$ cat config.mk
export PLATFORM = sky130hd
export DESIGN_NAME = bhh_ctrl
export DESIGN_NICKNAME = d
export VERILOG_FILES = /design/src/rtl/bhh_pkg.sv /design/src/rtl/bhh_ctrl.sv
export SDC_FILE = /design/constraint.sdc
export NUM_CORES = 1
export LEC_CHECK = 0
export BUFFER_PORTS_ARGS = -buffer_cell sky130_fd_sc_hd__buf_2
export CAP_MARGIN = 20
export CORE_AREA = 4 4 41 43
export DETAILED_ROUTE_END_ITERATION = 12
export DIE_AREA = 0 0 45 47
export GPL_TIMING_DRIVEN = 1
export RECOVER_POWER = 50
export SKIP_LAST_GASP = 1
export SYNTH_ARGS = -nofsm -noshare
export SYNTH_HDL_FRONTEND = slang
export SYNTH_SLANG_ARGS = --single-unit
$ cat constraint.sdc
create_clock -name clk -period 3.7 [get_ports clk]
set_input_delay 0.74 -clock clk [delete_from_list [all_inputs] [get_ports clk]]
set_output_delay 0.74 -clock clk [all_outputs]
set_load 0.01 [all_outputs]
$ cat src/rtl/bhh_pkg.sv
// Shared types and constants for the box hit hash table.
package bhh_pkg;

  localparam int TABLE_SIZE_DEF = 64;

  localparam logic [1:0] ACT_RECORD    = 2'd0;
  localparam logic [1:0] ACT_LOOKUP    = 2'd1;
  localparam logic [1:0] ACT_NEW_FRAME = 2'd2;

  typedef struct packed {
    logic [1:0]         action;
    logic [31:0]        key_id;
    logic signed [15:0] box_x;
    logic signed [15:0] box_y;
    logic [14:0]        box_w;
    logic [14:0]        box_h;
    logic signed [15:0] cursor_x;
    logic signed [15:0] cursor_y;
  } item_t;

  typedef struct packed {
    logic               found;
    logic               hit;
    logic signed [15:0] found_x;
    logic signed [15:0] found_y;
    logic [14:0]        found_w;
    logic [14:0]        found_h;
    logic               overflow;
  } result_t;

  typedef struct packed {
    logic [31:0] key;
    logic [31:0] gen;
    logic [15:0] x;
    logic [15:0] y;
    logic [14:0] w;
    logic [14:0] h;
  } entry_t;

  typedef enum logic [1:0] {
    RES_ZERO   = 2'd0,
    RES_LOOKUP = 2'd1,
    RES_OVF    = 2'd2
  } res_kind_t;

  typedef struct packed {
    logic      load;
    logic      probe_init;
    logic      probe_step;
    logic      write;
    logic      finish;
    res_kind_t res_kind;
    logic      clear_all;
    logic      sweep_init;
    logic      sweep_chk;
    logic      sweep_step;
  } cmd_t;

  typedef struct packed {
    logic [1:0] in_action;
    logic       in_key_zero;
    logic       is_record;
    logic       match;
    logic       empty;
    logic       last;
    logic       have_free;
    logic       fg_max;
    logic       idx_last;
  } sts_t;

endpackage

$ cat src/rtl/bhh_ctrl.sv
// Controller state machine: sequences probes, frame sweeps and result strobes.
module bhh_ctrl (
  input  logic          clk,
  input  logic          rst,
  input  logic          start,
  output logic          busy,
  input  bhh_pkg::sts_t sts,
  output bhh_pkg::cmd_t cmd
);

  typedef enum logic [5:0] {
    ST_IDLE    = 6'b000001,
    ST_NEWF    = 6'b000010,
    ST_PRB_RD  = 6'b000100,
    ST_PRB_CMP = 6'b001000,
    ST_SWP_RD  = 6'b010000,
    ST_SWP_CMP = 6'b100000
  } state_t;

  state_t state;
  state_t state_next;

  always_ff @(posedge clk) begin
    if (rst) begin
      state <= ST_IDLE;
    end else begin
      state <= state_next;
    end
  end

  assign busy = (state != ST_IDLE);

  always_comb begin
    state_next = state;
    cmd        = '0;
    cmd.res_kind = bhh_pkg::RES_ZERO;
    case (state)
      ST_IDLE: begin
        if (start) begin
          if (sts.in_action == bhh_pkg::ACT_NEW_FRAME) begin
            cmd.load   = 1'b1;
            state_next = ST_NEWF;
          end else if ((sts.in_action == bhh_pkg::ACT_RECORD ||
                        sts.in_action == bhh_pkg::ACT_LOOKUP) && !sts.in_key_zero) begin
            cmd.load       = 1'b1;
            cmd.probe_init = 1'b1;
            state_next     = ST_PRB_RD;
          end else begin
            // id zero or unused code: answer with an all-zero word at once
            cmd.finish = 1'b1;
          end
        end
      end
      ST_NEWF: begin
        if (sts.fg_max) begin
          cmd.clear_all = 1'b1;
          cmd.finish    = 1'b1;
          state_next    = ST_IDLE;
        end else begin
          cmd.sweep_init = 1'b1;
          state_next     = ST_SWP_RD;
        end
      end
      ST_PRB_RD: begin
        state_next = ST_PRB_CMP;
      end
      ST_PRB_CMP: begin
        if (sts.is_record) begin
          if (sts.match) begin
            cmd.write  = 1'b1;
            cmd.finish = 1'b1;
            state_next = ST_IDLE;
          end else if (sts.empty || sts.last) begin
            cmd.write    = sts.have_free;
            cmd.finish   = 1'b1;
            cmd.res_kind = sts.have_free ? bhh_pkg::RES_ZERO : bhh_pkg::RES_OVF;
            state_next   = ST_IDLE;
          end else begin
            cmd.probe_step = 1'b1;
            state_next     = ST_PRB_RD;
          end
        end else begin
          if (sts.match) begin
            cmd.finish   = 1'b1;
            cmd.res_kind = bhh_pkg::RES_LOOKUP;
            state_next   = ST_IDLE;
          end else if (sts.empty || sts.last) begin
            cmd.finish = 1'b1;
            state_next = ST_IDLE;
          end else begin
            cmd.probe_step = 1'b1;
            state_next     = ST_PRB_RD;
          end
        end
      end
      ST_SWP_RD: begin
        state_next = ST_SWP_CMP;
      end
      ST_SWP_CMP: begin
        cmd.sweep_chk = 1'b1;
        if (sts.idx_last) begin
          cmd.finish = 1'b1;
          state_next = ST_IDLE;
        end else begin
          cmd.sweep_step = 1'b1;
          state_next     = ST_SWP_RD;
        end
      end
      default: begin
        state_next = ST_IDLE;
      end
    endcase
  end

endmodule

==> flow_summary.yaml <==
run_status:
  status: "finished, final reports clean"
timing:
  worst_hold_slack_ns: 0.617
  fmax_mhz: 392
  rsz0062_at_grt: "no"
  setup_tns_ns: 0
  report.final.slew_viol_count: 0
  relSlewSlack: 0.666
  fin_skew_ns: 0.00576
  hold_violations: 0
  finalCriticalPeriod_ns: 2.55
  setup_viol: 0
  worstMarginPinSlew_ns: 0.496
  period_share: 0.689
clocking:
  cts_inserted_buffers: 3
  htreeDepth: 1
  cts_root_buf: "clkbuf_4"
  clock_path_buffers: 2
  cts_tree: "yes"
  clk_pin_slew_ns: 0.05
  cts_setup_buffers: 0
  cts_num_sinks: 6
  cts-resized-gates: 0
  clk_latency_ns: 0.24
  holdBufCountCts: 0
detailed_routing:
  dr_total_vias: 527
  avgViaCountPerCell: 5.38
  routedWlPerCell_um: 12.1
  routed_wirelength_mm: 1.19
  drc: 0
  initialDrtViolationCount: 13
  first_pass_iters: 3
  ant_nets: 0
logic_synthesis:
  synth_flop_cell: "dfxtp_1"
  synth_edf_count: 0
  ys_seq_area_frac: 0.260
  synth.avg_cell_area_um2: 7.83
  syn_nets: 72
  synth_top_cell_area_share: 0.260
  yosysTopAreaCell: "dfxtp_1"
  async_flop_share: 0
  synth_common_cells: "nor2_1, nor3_1, dfxtp_1"
  synth_area_um2: 462
  syn_inst: 59
  synth_warnings: 0
  ys_ff_latch: 6
  synthTopCellsByArea: "dfxtp_1, nor3_1, nor2_1"
  yosysUniqueCellTypes: 29
global_route:
  top_usage_layer: "met2"
  grt_pass1_wl_mm: 1.96
  grt_usage: 0.127
  grt_antenna_before_repair: 0
  use_met3: 0.0690
  grt_max_degree: 12
  use_met2: 0.203
  grt_pass1_vias: 466
  grt_use_met1: 0.153
  grt-ovfl-total: 0
cells_and_area:
  top_register: "state"
  largest_reg_flops: 6
  drive_above_1_share: 0.289
  largest_registers: "state x6"
  diodes: 0
  nFillCells: 144
  stdcell_count: 98
  nets: 98
  syn_to_final_growth_pct: 28.5
place:
  dp_cells: 95
  dp_hpwl_um: 978
  numPortBuffers: 24
  routabilityCongestion: 0.771
floorplan:
  fp.dieH_um: 47
  fp.coreArea_um2: 1300
  num_io_pins: 25
  die_area_um2: 2120
  die_w_um: 45
  rows: 13
  initial_core_util: 0.355
worst_setup_path:
  worst_setup_path_end_kind: "primary output"
  critPathLaunchType: "input port"
  worstSetupPathType: "input port to primary output"
  arrival_ns: 1.81
  required_ns: 2.96
  path_max_fanout: 3
pwr:
  vdd_drop_max_mv: 0.255
  p_per_area_nw_per_um2: 280
  power.leakage_uw: 0.000266
worst_hold_path:
  worst_hold_path_type: "register to register"
run:
  maxCapViolations: 0
## critical path: stages
cell,delay [ns]
buf_2,0.11
or3_1,0.38
a211oi_1,0.33
o21ai_1,0.10
buf_2,0.15
## report_power, final
group	leakage, uW	internal, uW	switching (uW)	total (uW)
sequential	0.0000487	67.1	4.41	71.6
combinational	0.000204	16.7	18.0	34.7
clock	0.0000138	36.6	22.9	59.5
total	0.000266	120	45.3	166
## cell type report
class | count | area, um^2 | area share
timing repair buffer | 24 | 115 | 0.194
tap | 15 | 18.8 | 0.0316
inverter | 2 | 7.51 | 0.0127
multi-input combinational | 48 | 309 | 0.521
clock buffer | 3 | 22.5 | 0.0380
sequential | 6 | 120 | 0.203
## layer usage
layer / vias up / routed length, um / part of all wire
met1: 237 / 549 / 0.46
met3: 0 / 104 / 0.088
li1: 274 / - / -
met5: - / 0 / 0
met4: 0 / 0 / 0
met2: 16 / 533 / 0.45
## metrics by stage
step / cell area [um^2] / util / setup slack [ns] / power [uW]
floorplan: 462 / - / 1.42 / 93.0
global placement: 588 / 0.452 / 1.16 / 108
detailed placement: 588 / 0.452 / 1.14 / 108
CTS: 611 / 0.469 / 1.11 / 170
global route: 593 / 0.456 / 0.962 / 178
finish: 593 / 0.456 / 1.15 / 166
## path summary, 6_finish.rpt
check | endpoint | slack (ns) | start | cells past startpoint
max reg2reg | state[0]$_SDFFE_PP1P_ | 2.06 | state[3]$_SDFFE_PP0P_ | 4
min reg2reg | state[3]$_SDFFE_PP0P_ | 0.62 | state[2]$_SDFFE_PP0P_ | 1
max | cmd[6] | 1.15 | sts[3] | 5
min | state[3]$_SDFFE_PP0P_ | 0.62 | state[2]$_SDFFE_PP0P_ | 1
## cells by family (layout without fill, tap and decap cells)
| group | Yosys count | after routing | synth area share |
|---|---|---|---|
| flip-flops | 6 | 6 | 0.260 |
| AO/OA/AOI/OAI | 10 | 10 | 0.144 |
| XOR/XNOR | 1 | 1 | 0.0190 |
| AND/OR/NAND/NOR | 36 | 36 | 0.512 |
| multiplexers | 1 | 1 | 0.0217 |
| buffers and inverters | 5 | 29 | 0.0434 |
## layout by cell type, fill, tap and decap left out, types with 2 or more instances in the layout
| master | netlist | final |
|---|---|---|
| nand2_1 | 3 | 3 |
| clkbuf_4 | 0 | 3 |
| and4b_1 | 2 | 2 |
| o21ai_0 | 2 | 2 |
| a211oi_1 | 2 | 2 |
| dfxtp_1 | 6 | 6 |
| buf_2 | 1 | 20 |
| nor3_1 | 7 | 7 |
| nand3b_1 | 3 | 3 |
| nor4_1 | 1 | 3 |
| and3b_1 | 2 | 2 |
| nor2b_1 | 2 | 2 |
| inv_1 | 2 | 2 |
| nor2_1 | 7 | 7 |
| clkbuf_1 | 2 | 4 |
| o211ai_1 | 2 | 2 |
No activity file was read; power rests on OpenSTA's default activity.
